`config.mk`:
```
export PLATFORM = sky130hd
export DESIGN_NAME = neighbour_presence_tracker_core
export DESIGN_NICKNAME = d
export VERILOG_FILES = /design/src/rtl/core/npt_pkg.sv /design/src/rtl/core/neighbour_presence_tracker_core.sv /design/src/rtl/core/npt_front.sv /design/src/rtl/core/npt_back.sv
export SDC_FILE = /design/constraint.sdc
export NUM_CORES = 2
export LEC_CHECK = 0
export BUFFER_PORTS_ARGS = -buffer_cell sky130_fd_sc_hd__buf_2
export CAP_MARGIN = 15
export CORE_UTILIZATION = 56
export CTS_CLUSTER_DIAMETER = 40
export DETAILED_ROUTE_END_ITERATION = 10
export PLACE_DENSITY = 0.83
export SLEW_MARGIN = 20
export SYNTH_ARGS = -nofsm -noshare
export SYNTH_HDL_FRONTEND = slang
export SYNTH_SLANG_ARGS = --single-unit
```
`constraint.sdc`:
```
create_clock -name clock -period 13.45 [get_ports clock]
set_input_delay 0.6725 -clock clock [delete_from_list [all_inputs] [get_ports clock]]
set_output_delay 0.6725 -clock clock [all_outputs]
set_load 0.03 [all_outputs]
```
`src/rtl/core/npt_pkg.sv`:
```
package npt_pkg;

   localparam int MAX_NODES    = 32;
   localparam int SAMPLE_LIMIT = 255;
   localparam int IDX_W        = $clog2(MAX_NODES);
   localparam int QUEUE_DEPTH  = 2;
   localparam int DIV_STEPS    = 16;

   localparam logic [5:0]  DETECT_RESET  = 6'd15;
   localparam logic [5:0]  ABSENT_RESET  = 6'd30;
   localparam logic [7:0]  INDOOR_RESET  = 8'hA7;
   localparam logic [7:0]  OUTDOOR_RESET = 8'hAF;
   localparam logic [16:0] LUX_RESET     = 17'd1200;

   localparam logic OP_PACKET = 1'b0;
   localparam logic OP_CYCLE  = 1'b1;

   typedef enum logic [2:0] {
      REG_DETECT  = 3'd0,
      REG_ABSENT  = 3'd1,
      REG_INDOOR  = 3'd2,
      REG_OUTDOOR = 3'd3,
      REG_LUX     = 3'd4
   } reg_index_type;

   typedef enum logic [1:0] {
      RES_DONE   = 2'd0,
      RES_DETECT = 2'd1,
      RES_ABSENT = 2'd2
   } res_type;

   typedef enum logic [2:0] {
      ST_IDLE,
      ST_PACKET,
      ST_SCAN,
      ST_DIV,
      ST_UPDATE,
      ST_DONE
   } back_state_type;

   typedef struct packed {
      logic              op;
      logic [IDX_W-1:0]  node;
      logic signed [7:0] rssi;
      logic [31:0]       start;
      logic              outdoor;
   } item_type;

   typedef struct packed {
      logic [5:0]        need_detect;
      logic [5:0]        need_absent;
      logic signed [7:0] thr_indoor;
      logic signed [7:0] thr_outdoor;
   } cfg_type;

   typedef struct packed {
      logic        valid;
      res_type     res;
      logic [4:0]  node;
      logic [31:0] time_s;
      logic        last;
   } rsp_type;

endpackage

```
`src/rtl/core/neighbour_presence_tracker_core.sv`:
```
// packet request: written into the queue, popped in ST_IDLE and applied in ST_PACKET, one read-modify-write
// cycle request: ST_SCAN skips free entries; a live entry passes ST_SCAN, the 16-step divider in ST_DIV
// (skipped when it holds no samples) and ST_UPDATE; ST_DONE then sends the done record
// a two-deep queue takes requests while the back end walks; busy rises only when it is full
// results are one-cycle strobes, the receiver cannot stall
// synchronous reset empties the queue, frees all entries and restores register defaults
module neighbour_presence_tracker_core (
   input  logic              clock,
   input  logic              reset,
   input  logic              start,
   output logic              busy,
   input  logic              req_op,
   input  logic [4:0]        req_node_id,
   input  logic signed [7:0] req_rssi,
   input  logic [31:0]       req_cycle_start_s,
   input  logic [16:0]       req_light_lux,
   input  logic              req_light_error,
   output logic              rsp_valid,
   output logic [1:0]        rsp_event_res,
   output logic [4:0]        rsp_event_node,
   output logic [31:0]       rsp_event_time_s,
   output logic              rsp_last,
   input  logic              psel,
   input  logic              penable,
   input  logic              pwrite,
   input  logic [4:0]        paddr,
   input  logic [31:0]       pwdata,
   output logic [31:0]       prdata,
   output logic              pready
);
   import npt_pkg::*;

   logic [5:0]  detect_ff, absent_ff;
   logic [7:0]  indoor_ff, outdoor_ff;
   logic [16:0] lux_ff;
   logic        wr_en, pop, head_valid;
   item_type    head;
   cfg_type     cfg;
   rsp_type     rsp;
   reg_index_type idx;

   assign pready = 1'b1;
   assign wr_en  = psel && penable && pwrite;
   assign idx    = reg_index_type'(paddr[4:2]);

   always_ff @(posedge clock) begin
      if (reset) begin
         detect_ff  <= DETECT_RESET;
         absent_ff  <= ABSENT_RESET;
         indoor_ff  <= INDOOR_RESET;
         outdoor_ff <= OUTDOOR_RESET;
         lux_ff     <= LUX_RESET;
      end else if (wr_en) begin
         unique case (idx)
            REG_DETECT:  detect_ff  <= pwdata[5:0];
            REG_ABSENT:  absent_ff  <= pwdata[5:0];
            REG_INDOOR:  indoor_ff  <= pwdata[7:0];
            REG_OUTDOOR: outdoor_ff <= pwdata[7:0];
            REG_LUX:     lux_ff     <= pwdata[16:0];
            default: ;
         endcase
      end
   end

   always_comb begin
      unique case (idx)
         REG_DETECT:  prdata = {26'd0, detect_ff};
         REG_ABSENT:  prdata = {26'd0, absent_ff};
         REG_INDOOR:  prdata = {{24{indoor_ff[7]}}, indoor_ff};
         REG_OUTDOOR: prdata = {{24{outdoor_ff[7]}}, outdoor_ff};
         REG_LUX:     prdata = {15'd0, lux_ff};
         default:     prdata = '0;
      endcase
   end

   always_comb begin
      cfg.need_detect = (detect_ff < 6'd2) ? 6'd2 : detect_ff;
      cfg.need_absent = (absent_ff < 6'd2) ? 6'd2 : absent_ff;
      cfg.thr_indoor  = indoor_ff;
      cfg.thr_outdoor = outdoor_ff;
   end

   npt_front u_front (
      .clock             (clock),
      .reset             (reset),
      .start             (start),
      .busy              (busy),
      .req_op            (req_op),
      .req_node_id       (req_node_id),
      .req_rssi          (req_rssi),
      .req_cycle_start_s (req_cycle_start_s),
      .req_light_lux     (req_light_lux),
      .req_light_error   (req_light_error),
      .outdoor_lux       (lux_ff),
      .pop               (pop),
      .head_valid        (head_valid),
      .head              (head)
   );

   npt_back u_back (
      .clock      (clock),
      .reset      (reset),
      .cfg        (cfg),
      .head_valid (head_valid),
      .head       (head),
      .pop        (pop),
      .rsp        (rsp)
   );

   assign rsp_valid        = rsp.valid;
   assign rsp_event_res    = rsp.res;
   assign rsp_event_node   = rsp.node;
   assign rsp_event_time_s = rsp.time_s;
   assign rsp_last         = rsp.last;

endmodule

```
`src/rtl/core/npt_front.sv`:
```
module npt_front (
   input  logic              clock,
   input  logic              reset,
   input  logic              start,
   output logic              busy,
   input  logic              req_op,
   input  logic [4:0]        req_node_id,
   input  logic signed [7:0] req_rssi,
   input  logic [31:0]       req_cycle_start_s,
   input  logic [16:0]       req_light_lux,
   input  logic              req_light_error,
   input  logic [16:0]       outdoor_lux,
   input  logic              pop,
   output logic              head_valid,
   output npt_pkg::item_type head
);
   import npt_pkg::*;

   localparam int PTR_W = $clog2(QUEUE_DEPTH);

   item_type            slot_ff [QUEUE_DEPTH];
   logic [PTR_W-1:0]    wr_ptr_ff, wr_ptr_in;
   logic [PTR_W-1:0]    rd_ptr_ff, rd_ptr_in;
   logic [PTR_W:0]      count_ff, count_in;
   logic                accept, keep, do_pop;
   item_type            item;

   assign busy   = (count_ff == (PTR_W+1)'(QUEUE_DEPTH));
   assign accept = start && !busy;
   assign keep   = accept && ((req_op == OP_CYCLE) ||
                   ({1'b0, req_node_id} < 6'(MAX_NODES)));
   assign do_pop = pop && (count_ff != '0);
   assign head_valid = (count_ff != '0);
   assign head       = slot_ff[rd_ptr_ff];

   always_comb begin
      item.op      = req_op;
      item.node    = req_node_id[IDX_W-1:0];
      item.rssi    = req_rssi;
      item.start   = req_cycle_start_s;
      item.outdoor = !req_light_error && (req_light_lux >= outdoor_lux);
   end

   always_comb begin
      wr_ptr_in = keep ? wr_ptr_ff + 1'b1 : wr_ptr_ff;
      rd_ptr_in = do_pop ? rd_ptr_ff + 1'b1 : rd_ptr_ff;
      count_in  = count_ff + (PTR_W+1)'(keep) - (PTR_W+1)'(do_pop);
   end

   always_ff @(posedge clock) begin
      if (reset) begin
         wr_ptr_ff <= '0;
         rd_ptr_ff <= '0;
         count_ff  <= '0;
      end else begin
         wr_ptr_ff <= wr_ptr_in;
         rd_ptr_ff <= rd_ptr_in;
         count_ff  <= count_in;
      end
   end

   always_ff @(posedge clock) begin
      if (keep) begin
         slot_ff[wr_ptr_ff] <= item;
      end
   end

endmodule

```
`src/rtl/core/npt_back.sv`:
```
module npt_back (
   input  logic              clock,
   input  logic              reset,
   input  npt_pkg::cfg_type  cfg,
   input  logic              head_valid,
   input  npt_pkg::item_type head,
   output logic              pop,
   output npt_pkg::rsp_type  rsp
);
   import npt_pkg::*;

   back_state_type state_ff, state_in;

   logic [MAX_NODES-1:0] valid_ff;
   logic                 near_ff    [MAX_NODES];
   logic [5:0]           run_ff     [MAX_NODES];
   logic signed [15:0]   total_ff   [MAX_NODES];
   logic [7:0]           samples_ff [MAX_NODES];
   logic [31:0]          det_ts_ff  [MAX_NODES];
   logic [31:0]          abs_ts_ff  [MAX_NODES];

   item_type         cur_ff;
   logic [IDX_W-1:0] idx_ff, idx_in;
   logic [15:0]      quo_ff, quo_in;
   logic [8:0]       rem_ff, rem_in;
   logic [7:0]       den_ff;
   logic             neg_ff, has_ff;
   logic [4:0]       step_ff, step_in;
   rsp_type          rsp_ff, rsp_in;

   logic [8:0]         trial;
   logic signed [16:0] avg, thr;
   logic               near_cycle, st_new, upd_done;
   logic [5:0]         cons_new;
   logic               emit;
   res_type            emit_res;
   logic [31:0]        emit_ts;
   logic               last_idx;

   assign pop      = (state_ff == ST_IDLE) && head_valid;
   assign last_idx = (idx_ff == IDX_W'(MAX_NODES-1));
   assign rsp      = rsp_ff;

   always_comb begin
      trial  = {rem_ff[7:0], quo_ff[15]};
      rem_in = rem_ff;
      quo_in = quo_ff;
      if (trial >= {1'b0, den_ff}) begin
         rem_in = trial - {1'b0, den_ff};
         quo_in = {quo_ff[14:0], 1'b1};
      end else begin
         rem_in = trial;
         quo_in = {quo_ff[14:0], 1'b0};
      end
   end

   always_comb begin
      avg = neg_ff ? -$signed({1'b0, quo_ff}) : $signed({1'b0, quo_ff});
      thr = cur_ff.outdoor ? 17'(cfg.thr_outdoor) : 17'(cfg.thr_indoor);
      near_cycle = has_ff && (avg >= thr);
      cons_new = run_ff[idx_ff];
      st_new   = near_ff[idx_ff];
      emit     = 1'b0;
      emit_res = RES_DONE;
      emit_ts  = '0;
      upd_done = 1'b0;
      if (near_ff[idx_ff] && !near_cycle) begin
         cons_new = run_ff[idx_ff] + 6'd1;
         emit_ts  = abs_ts_ff[idx_ff];
         if (cons_new != 6'd1 && cons_new >= cfg.need_absent) begin
            cons_new = '0;
            st_new   = 1'b0;
            emit     = 1'b1;
            emit_res = RES_ABSENT;
         end
      end else if (!near_ff[idx_ff] && near_cycle) begin
         cons_new = run_ff[idx_ff] + 6'd1;
         emit_ts  = det_ts_ff[idx_ff];
         if (cons_new != 6'd1 && cons_new >= cfg.need_detect) begin
            cons_new = '0;
            st_new   = 1'b1;
            emit     = 1'b1;
            emit_res = RES_DETECT;
         end
      end else begin
         cons_new = '0;
      end
      upd_done = (cons_new == '0) && !st_new && !near_cycle;
   end

   always_comb begin
      state_in = state_ff;
      unique case (state_ff)
         ST_IDLE: begin
            if (head_valid) begin
               state_in = (head.op == OP_CYCLE) ? ST_SCAN : ST_PACKET;
            end
         end
         ST_PACKET: state_in = ST_IDLE;
         ST_SCAN: begin
            if (valid_ff[idx_ff]) begin
               state_in = (samples_ff[idx_ff] != '0) ? ST_DIV : ST_UPDATE;
            end else if (last_idx) begin
               state_in = ST_DONE;
            end
         end
         ST_DIV: begin
            if (step_ff == 5'(DIV_STEPS-1)) begin
               state_in = ST_UPDATE;
            end
         end
         ST_UPDATE: state_in = last_idx ? ST_DONE : ST_SCAN;
         ST_DONE:   state_in = ST_IDLE;
         default:   state_in = ST_IDLE;
      endcase
   end

   always_comb begin
      idx_in  = idx_ff;
      step_in = step_ff;
      rsp_in  = '0;
      unique case (state_ff)
         ST_IDLE: idx_in = '0;
         ST_SCAN: begin
            step_in = '0;
            if (!valid_ff[idx_ff]) begin
               idx_in = idx_ff + 1'b1;
            end
         end
         ST_DIV: step_in = step_ff + 5'd1;
         ST_UPDATE: begin
            idx_in = idx_ff + 1'b1;
            if (emit) begin
               rsp_in.valid  = 1'b1;
               rsp_in.res    = emit_res;
               rsp_in.node   = 5'(idx_ff);
               rsp_in.time_s = emit_ts;
            end
         end
         ST_DONE: begin
            rsp_in.valid  = 1'b1;
            rsp_in.res    = RES_DONE;
            rsp_in.time_s = cur_ff.start;
            rsp_in.last   = 1'b1;
         end
         default: ;
      endcase
   end

   always_ff @(posedge clock) begin
      if (reset) begin
         state_ff <= ST_IDLE;
         valid_ff <= '0;
         rsp_ff   <= '0;
      end else begin
         state_ff <= state_in;
         rsp_ff   <= rsp_in;
         if (state_ff == ST_PACKET) begin
            valid_ff[cur_ff.node] <= 1'b1;
         end else if (state_ff == ST_UPDATE && upd_done) begin
            valid_ff[idx_ff] <= 1'b0;
         end
      end
   end

   always_ff @(posedge clock) begin
      idx_ff  <= idx_in;
      step_ff <= step_in;
      if (pop) begin
         cur_ff <= head;
      end
      unique case (state_ff)
         ST_PACKET: begin
            if (!valid_ff[cur_ff.node]) begin
               near_ff[cur_ff.node]    <= 1'b0;
               run_ff[cur_ff.node]     <= '0;
               total_ff[cur_ff.node]   <= 16'(cur_ff.rssi);
               samples_ff[cur_ff.node] <= 8'd1;
            end else if (samples_ff[cur_ff.node] < 8'(SAMPLE_LIMIT)) begin
               total_ff[cur_ff.node]   <= total_ff[cur_ff.node] + 16'(cur_ff.rssi);
               samples_ff[cur_ff.node] <= samples_ff[cur_ff.node] + 8'd1;
            end
         end
         ST_SCAN: begin
            has_ff <= (samples_ff[idx_ff] != '0);
            neg_ff <= total_ff[idx_ff][15];
            den_ff <= samples_ff[idx_ff];
            rem_ff <= '0;
            quo_ff <= total_ff[idx_ff][15] ? 16'(-total_ff[idx_ff])
                                           : 16'(total_ff[idx_ff]);
         end
         ST_DIV: begin
            rem_ff <= rem_in;
            quo_ff <= quo_in;
         end
         ST_UPDATE: begin
            run_ff[idx_ff]     <= cons_new;
            near_ff[idx_ff]    <= st_new;
            total_ff[idx_ff]   <= '0;
            samples_ff[idx_ff] <= '0;
            if (cons_new == 6'd1 && near_ff[idx_ff]) begin
               abs_ts_ff[idx_ff] <= cur_ff.start;
            end
            if (cons_new == 6'd1 && !near_ff[idx_ff]) begin
               det_ts_ff[idx_ff] <= cur_ff.start;
            end
         end
         default: ;
      endcase
   end

endmodule

```
==> results.ini <==
[outcome]
status = completed

[sta]
fmax_ghz = 0.1359
whs_ps = 72.43
fin_crit_ps = 7356
fin_crit_sh = 0.5469
finalSetupTns_ps = 0
worst_slew_pin_slew_ps = 1376
grt_setup_unrepaired = false
relSlewSlack = 0.08091
hold_viol = 0
finClkSkew_ps = 132.6
report.final.slew_viol_count = 0
final-setup-viol-count = 0

[critical_path]
startpoint_type = flip-flop
crit_arrival_ps = 8000
critical_path.reg2reg.endpoint = u_back.abs_ts_ff[9][26]
slowest_delay_ps = 960
cp_num_buf_inv = 3
path_delay_family = buffers and inverters
critPathKind = reg -> reg
cp-end-kind = flip-flop
path_depth = 15
crit_chain = buf_4 -> mux4_2 -> a22oi_1 -> nand4_1 -> ha_1 -> xor2_1 -> ha_1 -> a21o_1 -> a21o_1 -> a21o_1 -> a21oi_1 -> o211ai_1 -> buf_4 -> nor2_4 -> buf_4
cp_max_fo = 57
cpMaxStageDelayCell = dfxtp_4
required_ps = 14090
ff2ff_path_depth = 15
crit_end = u_back.abs_ts_ff[9][26]
r2r_slack_ps = 6090

[cts]
cts_tree = yes
cts_resized = 0
numCtsBuffers = 400
path_clk_slew_ps = 60
h-tree-depth = 5
cts.path.max_buffers = 4
root_buffer = clkbuf_16
post_cts_buffers = 0
postCtsHoldBufs = 62
clock_latency_ps = 1040
cts_sinks = 3360

[detailed_routing]
dr.first_iter.drc_count = 13771
num_vias = 77194
drc_errors = 0
vias_per_cell = 7.416
drtAntennaViolNets = 0
wire_per_inst_microns = 40.55
wl_microns = 422000
drt_first_pass_iters = 7

[finish]
fin_cells = 10409
fillers = 14550
drive_above_1_share = 0.3350
fin_util = 0.6448
area_growth_pct = 14.10
final_nets = 7070
fin_area_sq_um = 157400

[power]
p_leak_nw = 48.18
pwr_density_cell_nw_per_um2 = 207.9
max-vdd-ir-drop_mv = 0.1795

[synth]
avgSynthCellArea_sq_um = 21.48
yosys.area.top_type_share = 0.7017
synth_area_leaders = edfxtp_1 (70%), mux4_2 (19%), dfxtp_1 (2.0%)
ys_types = 77
synth_edf_count = 3224
synthFlopType = edfxtp_1
ys_ff_latch = 3360
synth_common_cells = edfxtp_1 (3,224), mux4_2 (1,160), nor2_1 (236)
async_flop_share = 0
synth_most_common_cell = edfxtp_1
ys_seq_area_frac = 0.7214
synth_top_area_cell = edfxtp_1
syn_area_sq_um = 138000
synth_nets = 6614
netlist_instances = 6422
ys_warn_count = 0

[grt]
grt_max_degree = 98
gr-usage-all-layers = 0.3343
first_global_vias = 78103
gr-total-overflow = 0
grt_pass1_wl_microns = 580500
antenna_found_initial = 24

[placement]
dpl-instance-area_sq_um = 143600
place_inst = 9614
port_buffers = 163
gp_congestion = 0.8540
dpl.hpwl_microns = 199500

[floorplanning]
die_area_sq_um = 248400
die_h_microns = 498.4
coreArea_sq_um = 244100
die_x_microns = 498.4
rows = 181
start_util = 0.5651
num_io_pins = 182

[worst_hold_path]
hold_class = in -> reg

[run]
maxCapViolations = 0

==> power by group <==
| group | total [W] | switching [W] | internal [W] |
|---|---|---|---|
| Sequential | 0.0135 | 0.000403 | 0.0131 |
| Combinational | 0.00834 | 0.00526 | 0.00308 |
| Clock | 0.0108 | 0.00458 | 0.00627 |
| Total | 0.0327 | 0.0102 | 0.0225 |
==> routing by layer <==
metal  up-vias  global-route usage  wire length, microns
met5         -                   0                   316
met4        22              0.2485                 38460
met3      2007             0.08888                 52750
met2      7970              0.5369                203900
met1     38977              0.3892                126600
li1      28218                   -                     -
==> logic make-up (layout without fill, tap and decap cells) <==
logic type,count (synthesis),in the layout,share of synthesized area
flip-flops,3360,3360,0.7214
multiplexers,1422,1422,0.2111
AND/OR/NAND/NOR,635,635,0.02116
buffers and inverters,455,1230,0.01476
AO/OA/AOI/OAI,405,405,0.01993
adder cells (fa/ha/maj),85,85,0.007817
XOR/XNOR,59,59,0.003745
other,1,11,0.00002718
==> registers in the layout, summed over array words and instances, names as in the netlist, 16 cells and up, named ones only <==
signal and flops:
u_back.total_ff 512, u_back.cur_ff 46, lux_ff 17, u_back.valid_ff 32, u_back.near_ff 32, u_back.det_ts_ff 1024, u_back.abs_ts_ff 1024, u_back.samples_ff 256
u_back.quo_ff 16, u_front.slot_ff 94, u_back.rsp 41, u_back.run_ff 192
==> through the flow <==
step	worst slack, ps	power, W
detailed placement	6412	0.02151
CTS	6362	0.03231
finish	6094	0.03272
floorplan	6169	0.01883
global placement	6353	0.02113
global route	5973	0.03331
==> placed cells by master, fill, tap and decap left out, drive strengths merged, types with 10 or more instances in the layout <==
master / count
a22oi: 34
xor2: 14
mux4: 1176
a21oi: 94
and2: 15
mux2i: 158
nor3: 30
clkinvlp: 39
ha: 83
dlygate4sd3: 62
a22o: 32
buf: 385
nand4: 12
mux2: 88
and3: 11
nand3: 53
clkinv: 136
clkbuf: 464
nor2b: 36
dfxtp: 136
o21a: 16
nand3b: 15
bufinv: 32
a211oi: 22
a211o: 20
edfxtp: 3224
xnor2: 45
diode: 10
nor2: 236
nand2b: 19
inv: 112
a311oi: 18
o21ai: 54
a21o: 19
o22ai: 50
nand2: 174
==> cell type report <==
class | instances | area (sq um) | area share
clock buffers | 464 | 10510 | 0.06677
clock inverters | 257 | 2540 | 0.01613
flip-flops and latches | 3360 | 99570 | 0.6325
repair buffers | 447 | 3206 | 0.02036
well taps | 3202 | 4006 | 0.02545
multi-input cells | 2607 | 37330 | 0.2371
diodes | 10 | 25.02 | 0.0001590
inverters | 62 | 232.7 | 0.001478
==> how the worst min path moves through the flow <==
stage | from | to | slack [ps] | cells past startpoint
floorplan | lux_ff[11] | lux_ff[11] | 440 | 2
global placement | lux_ff[11] | lux_ff[11] | 450 | 2
detailed placement | lux_ff[16] | lux_ff[16] | 460 | 2
CTS | reset | lux_ff[15] | 20 | 2
global route | reset | lux_ff[16] | 40 | 2
finish | reset | lux_ff[16] | 70 | 2
Power figures use the tool's default switching activity.
